==> src/hw/rtl/gradient_noise_3d_macros.svh <==
// Assertion helpers for the gradient noise block.
`ifndef GRADIENT_NOISE_3D_MACROS_SVH
`define GRADIENT_NOISE_3D_MACROS_SVH

`define GNZ_ASSERT(lbl, expr, msg) \
  lbl: assert property (@(posedge clk_i) disable iff (!rst_ni) (expr)) else $error(msg);

`define GNZ_ASSERT_IMP(lbl, ante, cons, msg) \
  lbl: assert property (@(posedge clk_i) disable iff (!rst_ni) (ante) |-> (cons)) \
    else $error(msg);

`endif

==> src/hw/rtl/gnz_pkg.sv <==
package gnz_pkg;

  localparam int FRAC_BITS   = 16;
  localparam int TABLE_DEPTH = 256;
  localparam int IDX_W       = $clog2(TABLE_DEPTH);
  localparam int INT_BITS    = 8;
  localparam int COORD_W     = INT_BITS + FRAC_BITS;
  localparam int OUT_W       = FRAC_BITS + 2;
  localparam int MW          = FRAC_BITS + 6;
  localparam int PW          = 2 * MW;
  localparam int N_CORNERS   = 8;
  localparam int FIFO_DEPTH  = 16;
  localparam int FIFO_AW     = $clog2(FIFO_DEPTH);
  localparam int CNT_W       = FIFO_AW + 1;

  typedef logic signed [MW-1:0] fx_t;
  typedef logic [IDX_W-1:0] idx_t;
  typedef logic [FRAC_BITS-1:0] frac_t;
  typedef fx_t grad_arr_t [N_CORNERS];

  typedef enum logic {
    CMD_LOAD = 1'b0,
    CMD_EVAL = 1'b1
  } cmd_e;

  typedef struct packed {
    logic full;
    logic empty;
  } fifo_status_t;

  localparam fx_t ONE_FX     = fx_t'(1 << FRAC_BITS);
  localparam fx_t TEN_FX     = fx_t'(10 << FRAC_BITS);
  localparam fx_t FIFTEEN_FX = fx_t'(15 << FRAC_BITS);
  localparam fx_t OUT_MAX    = fx_t'((1 << (FRAC_BITS + 1)) - 1);
  localparam fx_t OUT_MIN    = fx_t'(-(1 << (FRAC_BITS + 1)));
  localparam logic signed [PW-1:0] HALF_P = PW'(1 << (FRAC_BITS - 1));

  function automatic fx_t frac_to_fx(input frac_t f);
    return fx_t'({{(MW - FRAC_BITS){1'b0}}, f});
  endfunction

  // product scaled back by FRAC_BITS, rounded half up
  function automatic fx_t mul_round(input fx_t a, input fx_t b);
    logic signed [PW-1:0] p;
    p = PW'(a) * PW'(b) + HALF_P;
    return fx_t'(p[FRAC_BITS +: MW]);
  endfunction

  function automatic fx_t lerp(input fx_t t, input fx_t a, input fx_t b);
    return a + mul_round(t, b - a);
  endfunction

  function automatic fx_t grad(input logic [3:0] h, input fx_t x, input fx_t y, input fx_t z);
    fx_t u;
    fx_t v;
    u = (h < 4'd8) ? x : y;
    v = (h < 4'd4) ? y : (((h == 4'd12) || (h == 4'd14)) ? x : z);
    return (h[0] ? -u : u) + (h[1] ? -v : v);
  endfunction

endpackage

==> src/hw/rtl/gnz_fade.sv <==
module gnz_fade (
  input  logic                 clk_i,
  input  gnz_pkg::frac_t       t_i,
  output gnz_pkg::fx_t         fade_o
);

  gnz_pkg::fx_t t_q [4];
  gnz_pkg::fx_t f_q [4];
  gnz_pkg::fx_t fade_q;
  gnz_pkg::fx_t t_ext;

  assign t_ext = gnz_pkg::frac_to_fx(t_i);

  // Horner: ((6t-15)t+10)t*t*t
  always_ff @(posedge clk_i) begin
    t_q[0] <= t_ext;
    f_q[0] <= (t_ext <<< 2) + (t_ext <<< 1) - gnz_pkg::FIFTEEN_FX;
    t_q[1] <= t_q[0];
    f_q[1] <= gnz_pkg::mul_round(t_q[0], f_q[0]) + gnz_pkg::TEN_FX;
    t_q[2] <= t_q[1];
    f_q[2] <= gnz_pkg::mul_round(t_q[1], f_q[1]);
    t_q[3] <= t_q[2];
    f_q[3] <= gnz_pkg::mul_round(t_q[2], f_q[2]);
    fade_q <= gnz_pkg::mul_round(t_q[3], f_q[3]);
  end

  assign fade_o = fade_q;

endmodule

==> config.mk <==
export PLATFORM = sky130hd
export DESIGN_NAME = gnz_fade
export DESIGN_NICKNAME = d
export VERILOG_FILES = /design/src/hw/rtl/gradient_noise_3d_macros.svh /design/src/hw/rtl/gnz_pkg.sv /design/src/hw/rtl/gnz_fade.sv
export SDC_FILE = /design/constraint.sdc
export NUM_CORES = 2
export LEC_CHECK = 0
export BUFFER_PORTS_ARGS = -buffer_cell sky130_fd_sc_hd__buf_2
export CAP_MARGIN = 10
export CORE_MARGIN = 2
export CORE_UTILIZATION = 40
export DETAILED_ROUTE_END_ITERATION = 12
export MAX_ROUTING_LAYER = met4
export REMOVE_ABC_BUFFERS = 1
export SYNTH_ARGS = -nofsm -noshare
export SYNTH_HDL_FRONTEND = slang
export SYNTH_SLANG_ARGS = --single-unit
==> constraint.sdc <==
create_clock -name clk_i -period 10.41 [get_ports clk_i]
set_input_delay 1.5615 -clock clk_i [delete_from_list [all_inputs] [get_ports clk_i]]
set_output_delay 1.5615 -clock clk_i [all_outputs]
set_load 0.005 [all_outputs]
After elaboration in Yosys (flattened, before gate mapping)
Memory sizes are Yosys's and may differ from the RTL's.
Cells that the tools add are included.
{"block": "word_totals", "reg_bits": 22, "ram_bits": 176, "input_bits": 17, "output_inout_bits": 22, "word_cells": 14, "memories": 2}
{"block": "op_classes", "add_sub_neg": 7, "mul": 4}
{"memory": "f_q", "words": 4, "width": 22, "rd": 4, "rd_ports_with_merged_regs": 0, "wr": 4, "line_no": "gnz_fade.sv:8", "rtl": "gnz_pkg::fx_t f_q [4];"}
{"memory": "t_q", "words": 4, "width": 22, "rd": 4, "rd_ports_with_merged_regs": 0, "wr": 4, "line_no": "gnz_fade.sv:7", "rtl": "gnz_pkg::fx_t t_q [4];"}
{"op": "$add A38 B17 Y38 const B", "count": 4}
{"op": "$mul A22 B22 Y38", "count": 4}
{"op": "$add A22 B21 Y22 const B", "count": 1}
{"op": "$sub A19 B20 Y21 const B", "count": 1}
{"op": "$add A18 B17 Y19", "count": 1}

Depth between registers and ports, before layout
An unclocked memory read counts as a cell.
{"block": "depth", "depth_word": 4, "ltp_mapped": 32, "mapped_depth_nobuf": 31}

Worst setup path before layout
OpenSTA, ideal clock, no wires.
{"block": "synth_timing", "kind": "register -> register", "from": "mem t_q[0][7] (netlist bit)", "to": "mem f_q[1][21] (netlist bit)", "setup_ns": 0.072, "arrival_ns": 7.601, "t_required_ns": 10.338, "setup_slack_ns": 2.737, "path_stages_with_launch": 33, "n_path_buf": 2, "period_less_slack_ns": 7.673, "path_cell_list": "dfxtp_1 > clkbuf_1 > clkbuf_1 > nand2_1 > fa_1 > inv_1 > fa_1 > fa_1 > inv_1 > fa_1 > inv_1 > fa_1 > fa_1 > inv_1 > fa_1 > inv_1 > ha_1 > inv_1 > o21ai_0 > a221o_1 > o2111ai_2 > o2111a_1 > nor3b_1 > o21ai_0 > a21oi_1 > nor2_1 > xnor2_1 > ha_1 > o21ai_0 > and4_4 > o31a_1 > o311ai_2 > xnor2_1"}
{"element": "from (decl)", "line_no": "gnz_fade.sv:7"}
{"element": "to (decl)", "line_no": "gnz_fade.sv:8"}

==> flow_metrics.tcl <==
set metrics [dict create \
    run_status "finished, violations left" \
    violations "design-rule violations" \
    grt_first_pass_wirelength_um 192000 \
    yosys-top-cells-area "sky130_fd_sc_hd__fa_1, sky130_fd_sc_hd__ha_1, sky130_fd_sc_hd__inv_1, sky130_fd_sc_hd__and2_1, sky130_fd_sc_hd__dfxtp_1" \
    post_synth.cell_area_avg_um2 9.25 \
    die_area_um2 128000 \
    use_met3_pct 1.69 \
    cts_hold_buf 0 \
    cts_root_buf "sky130_fd_sc_hd__clkbuf_16" \
    critical_path.max_stage_delay_ns 0.93 \
    post_synth_inst_count 5399 \
    dieWidth_um 357 \
    synth_top_area_share_pct 43.5 \
    grt_antenna_before_repair 3 \
    finalSetupTns_ns 0 \
    detailroute.via_count 33730 \
    dp.final_hpwl_um 90500 \
    rows 129 \
    synth-seq-area-share_pct 6.78 \
    gr-usage-all-layers_pct 19.4 \
    synth-warning-count 0 \
    slew_headroom_pct 17.1 \
    synth.cell_area_um2 49900 \
    tritoncts "yes" \
    worst_hold_path_type "reg -> reg" \
    vias_per_cell 4.85 \
    clkLatencyLatePin_ns 0.54 \
    timing.final.crit_period_ns 8.59 \
    gr-total-overflow 0 \
    layout-drive-gt1-share_pct 2.62 \
    antenna_cells_inserted 0 \
    cts_buffer_depth 2 \
    slew_viol_final 0 \
    worst-setup-path-type "reg -> reg" \
    layout.cells.non_filler 6948 \
    first_global_vias 37317 \
    gr-usage-met1_pct 25.2 \
    antenna_left 0 \
    timing_worst_slew_pin_value_ns 1.24 \
    layout-area-overhead-vs-synth_pct 4.92 \
    fmaxAchievable_ghz 0.116 \
    detail_route.iter0.violations 1628 \
    clock_transition_at_the_registers_of_the_reported_paths_ns 0.08 \
    synth.distinct_cells 67 \
    critical_path.max_fanout 21 \
    setup_viol_count_final 0 \
    htree_levels 4 \
    grt_max_degree 36 \
    synthFlopType "sky130_fd_sc_hd__dfxtp_1" \
    critical_path_required_ns 10.85 \
    met2_usage_pct 32.9 \
    ctsResizeCount 0 \
    die_y_um 357 \
    timing.final.hold_violations 0 \
    routed_wire_length_per_instance_um 16.2 \
    drc 1 \
    cp_common_cell "sky130_fd_sc_hd__fa_1" \
    clock_skew_ns 0.0187 \
    busiest_layer "met2" \
    first_pass_iters 9 \
    post-synth-top-area-cell "sky130_fd_sc_hd__fa_1" \
    setup.worst_path.end_class "register" \
    cp_data_arrival_time_ns 9.03 \
    critPathSlowestCell "sky130_fd_sc_hd__dfxtp_1" \
    globalplace.congestion 0.836 \
    max-cap-violations 0 \
    synth_enable_flop_cells 0 \
    placeableCoreArea_um2 124000 \
    initial_core_util_pct 40.3 \
    placed_cells 6916 \
    rsz0062_at_grt "no" \
    setup_crit_start_kind "register" \
    timing.final.crit_share_pct 82.6 \
    portBuffers 38 \
    cts_made_buffers 17 \
    io_pins 39 \
    totalWireLength_um 113000 \
    finalNetCount 7108 \
    cts_num_sinks 169 \
    postSynthRegisterBits 169 \
    synth_async_sr_flop_share_pct 0 \
    postCtsSetupBuffers 0 \
]
registers in the layout, indices dropped and copies added, names as in the netlist:
name    cells
t_q        63
f_q        84
fade_o     22
cell usage in the layout (no fill, tap or decap), types with 3 or more instances in the layout:
| master | count |
|---|---|
| sky130_fd_sc_hd__clkinv_8 | 4 |
| sky130_fd_sc_hd__xnor2_1 | 81 |
| sky130_fd_sc_hd__a221oi_1 | 3 |
| sky130_fd_sc_hd__nor4_1 | 4 |
| sky130_fd_sc_hd__a21oi_1 | 72 |
| sky130_fd_sc_hd__and4_1 | 5 |
| sky130_fd_sc_hd__a31o_2 | 4 |
| sky130_fd_sc_hd__o31a_1 | 4 |
| sky130_fd_sc_hd__o31ai_1 | 4 |
| sky130_fd_sc_hd__o21bai_1 | 7 |
| sky130_fd_sc_hd__o211ai_1 | 6 |
| sky130_fd_sc_hd__inv_1 | 1330 |
| sky130_fd_sc_hd__nor3_1 | 21 |
| sky130_fd_sc_hd__dfxtp_1 | 169 |
| sky130_fd_sc_hd__o22ai_1 | 3 |
| sky130_fd_sc_hd__nand3_1 | 21 |
| sky130_fd_sc_hd__xor2_1 | 27 |
| sky130_fd_sc_hd__buf_4 | 46 |
| sky130_fd_sc_hd__nand4_1 | 16 |
| sky130_fd_sc_hd__inv_6 | 4 |
| sky130_fd_sc_hd__a211oi_1 | 6 |
| sky130_fd_sc_hd__nand2_1 | 781 |
| sky130_fd_sc_hd__nand2b_1 | 44 |
| sky130_fd_sc_hd__o21ai_2 | 3 |
| sky130_fd_sc_hd__and3_1 | 10 |
| sky130_fd_sc_hd__o21a_1 | 16 |
| sky130_fd_sc_hd__ha_1 | 709 |
| sky130_fd_sc_hd__a31oi_1 | 3 |
| sky130_fd_sc_hd__fa_1 | 1084 |
| sky130_fd_sc_hd__clkbuf_16 | 17 |
| sky130_fd_sc_hd__and2_1 | 543 |
| sky130_fd_sc_hd__nor2b_1 | 27 |
| sky130_fd_sc_hd__a221o_1 | 4 |
| sky130_fd_sc_hd__nor2_1 | 66 |
| sky130_fd_sc_hd__a21o_1 | 43 |
| sky130_fd_sc_hd__buf_2 | 38 |
| sky130_fd_sc_hd__o21ai_0 | 37 |
| sky130_fd_sc_hd__inv_8 | 3 |
critical path, delay by kind of cell, from the launching register on:
family                     cells  cell delay, ns
and+or+nand+nor                4            0.86
adders and majority gates      9            4.14
DFF                            1            0.93
buffers and inverters          6            0.31
xor gates and xnor gates       2            0.31
AOI/OAI and AO/OA              9            1.95
worst paths after layout:
kind / from / endpoint / slack (ns) / depth (start not counted)
setup / recovery: t_q[0][7]$_DFF_P_ / f_q[1][21]$_DFF_P_ / 1.82 / 30
hold / removal: t_q[0][15]$_DFF_P_ / t_q[1][15]$_DFF_P_ / 0.60 / 1
setup reg to reg: t_q[0][7]$_DFF_P_ / f_q[1][21]$_DFF_P_ / 1.82 / 30
hold reg to reg: t_q[0][15]$_DFF_P_ / t_q[1][15]$_DFF_P_ / 0.60 / 1
per-layer routing:
layer / vias up / routed length (um)
met2: 594 / 54500
met4: 0 / 1840
met5: - / 0
met3: 116 / 3750
li1: 15681 / -
met1: 17339 / 52400
cells in the mapped netlist, drive strengths merged (21+ instances only):
master and number:
nor3 21, nor2 66, inv 1330, a21oi 74, nand3 21, a21o 43, xor2 27, o21ai 42
ha 709, nand2 781, xnor2 81, clkbuf 203, and2 543, fa 1084, nor2b 27, dfxtp 169
nand2b 44
layout make-up:
class                   instances  area, um2
flip-flops and latches        169       3380
fillers                     12096      71400
clock inverters                14        199
well taps                    1637       2050
inverters                    1330       4990
multi-input cells            3696      40800
repair buffers                 84        536
clock buffers                  18        439
cells by family after synthesis:
family	count (synthesis)	share of synthesized area (%)
compound gates	247	3.44
mux	2	0.0451
xor+xnor	108	1.89
simple gates	1546	15.1
fa+ha+maj	1793	61.2
flops	169	6.78
buf+inv	1534	11.5
per-stage QoR:
step	hold slack, ns	area, um2	setup slack, ns	util, %
2_1_floorplan	0.507	49200	2.87	-
3_3_place_gp	0.585	51700	2.05	41.8
3_5_place_dp	0.583	51700	1.86	41.8
4_1_cts	0.600	52400	1.81	42.3
5_1_grt	0.617	52400	1.26	42.3
6_report	0.603	52400	1.82	42.3
Power is not shown: default switching activity piles up to over one toggle a cycle in this logic, so the estimate is an artifact.
