==> config.mk <==
export PLATFORM = sky130hd
export DESIGN_NAME = gnz_out_fifo
export DESIGN_NICKNAME = d
export VERILOG_FILES = /design/src/hw/rtl/gradient_noise_3d_macros.svh /design/src/hw/rtl/gnz_pkg.sv /design/src/hw/rtl/gnz_out_fifo.sv
export SDC_FILE = /design/constraint.sdc
export NUM_CORES = 1
export LEC_CHECK = 0
export BUFFER_PORTS_ARGS = -buffer_cell sky130_fd_sc_hd__buf_2
export CORE_ASPECT_RATIO = 1.4
export CORE_UTILIZATION = 60
export DETAILED_ROUTE_END_ITERATION = 8
export PLACE_DENSITY = 0.84
export REMOVE_ABC_BUFFERS = 1
export SLEW_MARGIN = 5
export SYNTH_ARGS = -nofsm -noshare
export SYNTH_HDL_FRONTEND = slang
export SYNTH_SLANG_ARGS = --single-unit
==> constraint.sdc <==
create_clock -name clk_i -period 4.6 [get_ports clk_i]
set_clock_uncertainty 0.05 [all_clocks]
set_input_delay 0.92 -clock clk_i [delete_from_list [all_inputs] [get_ports clk_i]]
set_output_delay 0.92 -clock clk_i [all_outputs]
set_load 0.005 [all_outputs]
==> src/hw/rtl/gradient_noise_3d_macros.svh <==
// Assertion helpers for the gradient noise block.
`ifndef GRADIENT_NOISE_3D_MACROS_SVH
`define GRADIENT_NOISE_3D_MACROS_SVH

`define GNZ_ASSERT(lbl, expr, msg) \
  lbl: assert property (@(posedge clk_i) disable iff (!rst_ni) (expr)) else $error(msg);

`define GNZ_ASSERT_IMP(lbl, ante, cons, msg) \
  lbl: assert property (@(posedge clk_i) disable iff (!rst_ni) (ante) |-> (cons)) \
    else $error(msg);

`endif

==> src/hw/rtl/gnz_pkg.sv <==
package gnz_pkg;

  localparam int FRAC_BITS   = 16;
  localparam int TABLE_DEPTH = 256;
  localparam int IDX_W       = $clog2(TABLE_DEPTH);
  localparam int INT_BITS    = 8;
  localparam int COORD_W     = INT_BITS + FRAC_BITS;
  localparam int OUT_W       = FRAC_BITS + 2;
  localparam int MW          = FRAC_BITS + 6;
  localparam int PW          = 2 * MW;
  localparam int N_CORNERS   = 8;
  localparam int FIFO_DEPTH  = 16;
  localparam int FIFO_AW     = $clog2(FIFO_DEPTH);
  localparam int CNT_W       = FIFO_AW + 1;

  typedef logic signed [MW-1:0] fx_t;
  typedef logic [IDX_W-1:0] idx_t;
  typedef logic [FRAC_BITS-1:0] frac_t;
  typedef fx_t grad_arr_t [N_CORNERS];

  typedef enum logic {
    CMD_LOAD = 1'b0,
    CMD_EVAL = 1'b1
  } cmd_e;

  typedef struct packed {
    logic full;
    logic empty;
  } fifo_status_t;

  localparam fx_t ONE_FX     = fx_t'(1 << FRAC_BITS);
  localparam fx_t TEN_FX     = fx_t'(10 << FRAC_BITS);
  localparam fx_t FIFTEEN_FX = fx_t'(15 << FRAC_BITS);
  localparam fx_t OUT_MAX    = fx_t'((1 << (FRAC_BITS + 1)) - 1);
  localparam fx_t OUT_MIN    = fx_t'(-(1 << (FRAC_BITS + 1)));
  localparam logic signed [PW-1:0] HALF_P = PW'(1 << (FRAC_BITS - 1));

  function automatic fx_t frac_to_fx(input frac_t f);
    return fx_t'({{(MW - FRAC_BITS){1'b0}}, f});
  endfunction

  // product scaled back by FRAC_BITS, rounded half up
  function automatic fx_t mul_round(input fx_t a, input fx_t b);
    logic signed [PW-1:0] p;
    p = PW'(a) * PW'(b) + HALF_P;
    return fx_t'(p[FRAC_BITS +: MW]);
  endfunction

  function automatic fx_t lerp(input fx_t t, input fx_t a, input fx_t b);
    return a + mul_round(t, b - a);
  endfunction

  function automatic fx_t grad(input logic [3:0] h, input fx_t x, input fx_t y, input fx_t z);
    fx_t u;
    fx_t v;
    u = (h < 4'd8) ? x : y;
    v = (h < 4'd4) ? y : (((h == 4'd12) || (h == 4'd14)) ? x : z);
    return (h[0] ? -u : u) + (h[1] ? -v : v);
  endfunction

endpackage

==> src/hw/rtl/gnz_out_fifo.sv <==
module gnz_out_fifo (
  input  logic                        clk_i,
  input  logic                        rst_ni,
  input  logic                        push_i,
  input  logic [gnz_pkg::OUT_W-1:0]   data_i,
  input  logic                        pop_i,
  output logic [gnz_pkg::OUT_W-1:0]   data_o,
  output gnz_pkg::fifo_status_t       status_o
);

  logic [gnz_pkg::OUT_W-1:0] mem_q [gnz_pkg::FIFO_DEPTH];
  logic [gnz_pkg::FIFO_AW-1:0] wr_q, rd_q;
  logic [gnz_pkg::CNT_W-1:0] cnt_q, cnt_d;

  always_comb begin
    cnt_d = cnt_q;
    if (push_i && !pop_i) begin
      cnt_d = cnt_q + gnz_pkg::CNT_W'(1);
    end else if (pop_i && !push_i) begin
      cnt_d = cnt_q - gnz_pkg::CNT_W'(1);
    end
  end

  always_ff @(posedge clk_i or negedge rst_ni) begin
    if (!rst_ni) begin
      wr_q  <= '0;
      rd_q  <= '0;
      cnt_q <= '0;
    end else begin
      cnt_q <= cnt_d;
      if (push_i) begin
        wr_q <= wr_q + gnz_pkg::FIFO_AW'(1);
      end
      if (pop_i) begin
        rd_q <= rd_q + gnz_pkg::FIFO_AW'(1);
      end
    end
  end

  always_ff @(posedge clk_i) begin
    if (push_i) begin
      mem_q[wr_q] <= data_i;
    end
  end

  assign data_o         = mem_q[rd_q];
  assign status_o.empty = (cnt_q == '0);
  assign status_o.full  = (cnt_q == gnz_pkg::CNT_W'(gnz_pkg::FIFO_DEPTH));

endmodule

# [Yosys cells after proc, flatten, opt, wreduce, memory -nomap -nowiden]
# Memory sizes are Yosys's and may differ from the RTL's.
# Index checks and enable logic that the tools add are counted.
[word_totals] ff_bits=13 ram_bits=288 inputBits=22 out_inout_bits=20 word_cells=19 n_memories=1
[classes] n_reduce_logical=6 n_eq_ne=1 n_addsub=4 mux=4
[memory_table] memory="mem_q" words=16 word_bits=18 rd=1 rd_clocked_by_memory_dff=0 write_ports=1 line="gnz_out_fifo.sv:11" rtl="logic [gnz_pkg::OUT_W-1:0] mem_q [gnz_pkg::FIFO_DEPTH];"
[ops] op="two-way mux 5 bit" n=2
[ops] op="adder 4 x 1 -> 4 bit, second input constant" n=2
[ops] op="adder 5 x 1 -> 5 bit, second input constant" n=1
[ops] op="equality test 5 bit, second input constant" n=1
[ops] op="zero test 5 bit" n=1
[ops] op="subtractor 5 x 1 -> 5 bit, second input constant" n=1
[ops] op="logical AND 1 bit" n=2
[ops] op="zero test 1 bit" n=2
[ops] op="two-way mux 1 bit" n=2
[ops] op="nonzero test 2 bit" n=1

# [Depth between registers and ports, before layout]
[logic_depth] word_depth=4 mapped_depth=8 ltp_nobuf=8

# [Least setup slack after synthesis]
# Ideal clock, no wire load.
[synth_path] kind="input port to flip-flop" start="in push_i" end="mem mem_q[12][0] (netlist bit), enable pin" arrival_time_ns=2.080 n_path_buf=1 path_slack_ns=2.077 setup_ns=0.393 t_required_ns=4.157 cell_stages=3 cell_sequence="clkbuf_1 nand3_1 nor2_1"
[synth_via] elab_chain_cells=2
[synth_lines] element="from (decl)" line="gnz_out_fifo.sv:4" rtl="input logic push_i,"
[synth_lines] element="two-way mux 1 bit" line="gnz_out_fifo.sv:41" rtl="if (push_i) begin"
[synth_lines] element="two-way mux 1 bit (implied by the code)" line="gnz_out_fifo.sv:42" rtl="mem_q[wr_q] <= data_i;"
[synth_lines] element="to (decl)" line="gnz_out_fifo.sv:11"
# Every way passes these cells.

# [Worst setup path in the final report]
[layout_path] start="reg rd_q[1] (netlist bit)" end="out data_o[9] (netlist bit)"
[layout_via] elab_chain_cells=1
[layout_lines] element="from (decl)" line="gnz_out_fifo.sv:12" rtl="logic [gnz_pkg::FIFO_AW-1:0] wr_q, rd_q;"
[layout_lines] element="from (signal assigned)" line="gnz_out_fifo.sv:35" rtl="rd_q <= rd_q + gnz_pkg::FIFO_AW'(1);"
[layout_lines] element="memory read (16 x 18 bit)"
[layout_lines] element="to (decl)" line="gnz_out_fifo.sv:7" rtl="output logic [gnz_pkg::OUT_W-1:0] data_o,"
# Every way passes these cells.

==> key figures <==
STA
  – Worst-margin pin slew: 1.110 ns
  – Hold Violations, Final: 0
  – Endpoints failing setup: 0
  – RSZ-0062 raised after global routing: false
  – Max Slew Vio Count: 0
  – Minimum clock period: 3.705 ns
  – Max-Slew Margin vs Limit: 26.03%
  – Fmax achieved: 0.2699 GHz
  – Fin crit share: 80.55%
  – Post-route setup TNS: 0 ns
  – Fin Hold WS: 0.2379 ns

Power
  – P_sw: 2291 µW
  – Part of the power in combinational logic: 27.2%
  – Pwr per Cell Area: 607.7 nW/µm²
  – Reg power frac: 44.9%
  – Clock network power share: 27.9%
  – Peak supply drop: 0.3629 mV
  – Sw Ratio: 28.84%
  – Power Internal: 5653 µW
  – Leak pwr: 0.004355 µW

Global routing
  – Most crowded layer after global routing: met2
  – Largest net degree at the start of global routing: 39
  – Total grt overflow: 0
  – Met3 Usage GRT: 4.144%
  – Met1 Usage GRT: 33.97%
  – First-pass GRT wire length: 36.59 mm
  – GR Util met2: 42.88%
  – Total GRT Usage: 25.80%
  – Vias in the first global route: 6030
  – Initial antenna violation count: 0

Layout
  – Fin area: 13070 µm²
  – Fillcell total: 1121
  – Non-Filler Instances: 863
  – FF/Latch Area: 8979 µm²
  – Antenna diodes: 0
  – Final core occ: 69.72%
  – Final net count: 632
  – Area of the multi-input gates: 2495 µm²
  – Layout cell share with drive strength beyond 1: 30.21%
  – Area delta synth->final: 12.45%

Synth
  – Synth warn: 0
  – Mux share of post-synthesis cell area: 14.23%
  – Post-Synth Adder-Cell Area: 1.141%
  – Post-Syn Instances: 534
  – Synth Area in Compound Gates: 2.852%
  – Cell area after synthesis: 11620 µm²
  – Post-synthesis simple-gate area fraction: 2.454%
  – Largest family of logic cells by synthesized area: multiplexers
  – Syn_area_per_cell: 21.77 µm²
  – #FFs+latches synth: 301
  – Post-Synth XOR/XNOR Area: 0.6781%
  – Post-synthesis sequential area ratio: 77.19%
  – Distinct cells, synth: 30

Worst setup path
  – Critical path class: reg2out
  – CP startpoint kind: register
  – WP data arrival: 2.74 ns
  – Critical Path RT: 3.63 ns
  – Worst setup EP type: output pin
  – CP max FO: 34

Clocking
  – CTS Buffer Depth: 3
  – Root Driver: clkbuf_16
  – H-tree levels: 1
  – CTS tree: yes
  – Clk pin slew, worst setup/hold paths: 0.07 ns
  – Postcts setup bufs: 0
  – Worst-skew pair later-pin latency: 0.52 ns
  – Hold buffer count at cts: 0
  – TritonCTS Sinks: 301
  – Post-cts sizing count: 0
  – CTS Buf Count: 27

Floorplan
  – Row count: 59
  – Area of the die: 19940 µm²
  – Initial Util: 62.00%
  – Die Span Y: 166.7 µm
  – Die width: 119.6 µm
  – Io pins: 42
  – Core Region: 18750 µm²

Route
  – Vias per cell: 6.565
  – DR DRC count: 0
  – Detailed Routing Iterations Pass 1: 5
  – Vias: 5666
  – Detailed Route Iter0 Violations: 554
  – Antenna Nets Post-Route: 0
  – Post-Route WL: 24.44 mm
  – WL/cell: 28.32 µm

Min path
  – Worst hold path class: in2async

Run status
  – Run status: completed

Placement
  – Port Buf Inserts: 41
  – Placed Area: 12190 µm²
  – Placed Cells: 815
  – GP Congestion: 0.7713
  – Detailed placement HPWL: 13.15 mm

Run
  – Max-cap viol count: 0
power by group through the flow:
| stage | Clock, µW | Sequential (µW) | Combinational (µW) |
|---|---|---|---|
| 2_1_floorplan | 0 | 3680 | 1360 |
| 3_3_place_gp | 0 | 3590 | 2080 |
| 3_5_place_dp | 0 | 3610 | 2160 |
| 4_1_cts | 2250 | 3570 | 2180 |
| 5_1_grt | 2340 | 3600 | 2320 |
| 6_report | 2210 | 3570 | 2160 |
synth_stat cells:
master	n	area, µm²
a2111oi_0	1	8.760
a21o_1	2	15.01
a21oi_1	2	10.01
a22oi_1	36	270.3
and2_1	10	62.56
and3_1	6	37.54
buf_1	4	15.01
buf_2	3	15.01
buf_4	3	22.52
buf_6	4	45.04
clkbuf_1	13	48.80
dfrtp_1	13	325.3
edfxtp_1	288	8648
fa_1	1	20.02
ha_1	9	112.6
inv_1	6	22.52
mux2_2	2	22.52
mux2i_1	1	10.01
mux4_2	72	1622
nand2_1	26	97.59
nand3_1	2	10.01
nand4_1	2	12.51
nor2_1	8	30.03
nor2b_1	2	12.51
nor3_1	3	15.01
o21ai_0	4	20.02
o31ai_1	1	7.510
or4_1	1	7.510
xnor2_1	6	52.55
xor2_1	3	26.28
registers in the layout, indices dropped and copies added, names as in the netlist:
register  cells
cnt_q         5
wr_q          4
mem_q       288
rd_q          4
cell usage in the layout (no fill, tap or decap), drive strengths merged:
cell type,n
a21oi,2
a21o,2
mux4,72
o21ai,4
buf,64
bufinv,3
nor2,8
nor3,3
a2111oi,1
xor2,3
nor2b,2
mux2i,1
o31ai,1
a22oi,36
and2,10
inv,6
nand2,26
dfrtp,13
fa,1
xnor2,6
or4,1
edfxtp,288
clkbuf,33
and3,6
clkinvlp,1
nand3,2
ha,9
nand4,2
clkinv,11
mux2,2
critical path, cell delays in order (launching register included):
cell and delay, ns:
dfrtp_2 0.90, buf_4 0.44, mux4_2 0.37, a22oi_1 0.21
nand2_1 0.11, buf_2 0.15
cell families after synthesis:
| logic type | Yosys count |
|---|---|
| AO/OA/AOI/OAI | 46 |
| XOR/XNOR | 9 |
| buffers and inverters | 33 |
| flip-flops | 301 |
| multiplexers | 75 |
| AND/OR/NAND/NOR | 60 |
| adder cells (fa/ha/maj) | 10 |
final timing paths:
path | from | end | slack, ns | depth (start not counted)
worst max-delay path | rd_q[1] | data_o[9] | 0.89 | 5
worst min-delay path | rst_ni | rd_q[3] | 0.24 | 1
worst max register to register | rd_q[1] | rd_q[1] | 2.47 | 3
worst min register to register | cnt_q[2] | cnt_q[2] | 0.48 | 2
max in group asynchronous | rst_ni | rd_q[0] | 3.98 | 1
min in group clk_i | cnt_q[2] | cnt_q[2] | 0.48 | 2
routing by layer:
metal | vias to the layer above | share of wire, %
met5 | - | 0
met4 | 0 | 4.2
met3 | 80 | 9.5
met2 | 364 | 51
met1 | 2869 | 35
li1 | 2353 | -
final cells by class:
class                           count  share of cell area [%]
Tap cell                          244                   2.335
Clock buffer                       33                   5.570
Clock inverter                     15                   1.168
Multi-Input combinational cell    200                   19.09
Sequential cell                   301                   68.68
Inverter                            6                  0.1723
Timing Repair Buffer               64                   2.986
per-stage QoR:
stage | total power, µW | setup slack, ns
after floorplan | 5036 | -0.2007
after global placement | 5665 | 1.483
after detailed placement | 5771 | 1.453
after CTS | 8001 | 0.8593
after global routing | 8262 | 0.7631
final | 7944 | 0.8946
(Power assumes the default switching activity.)
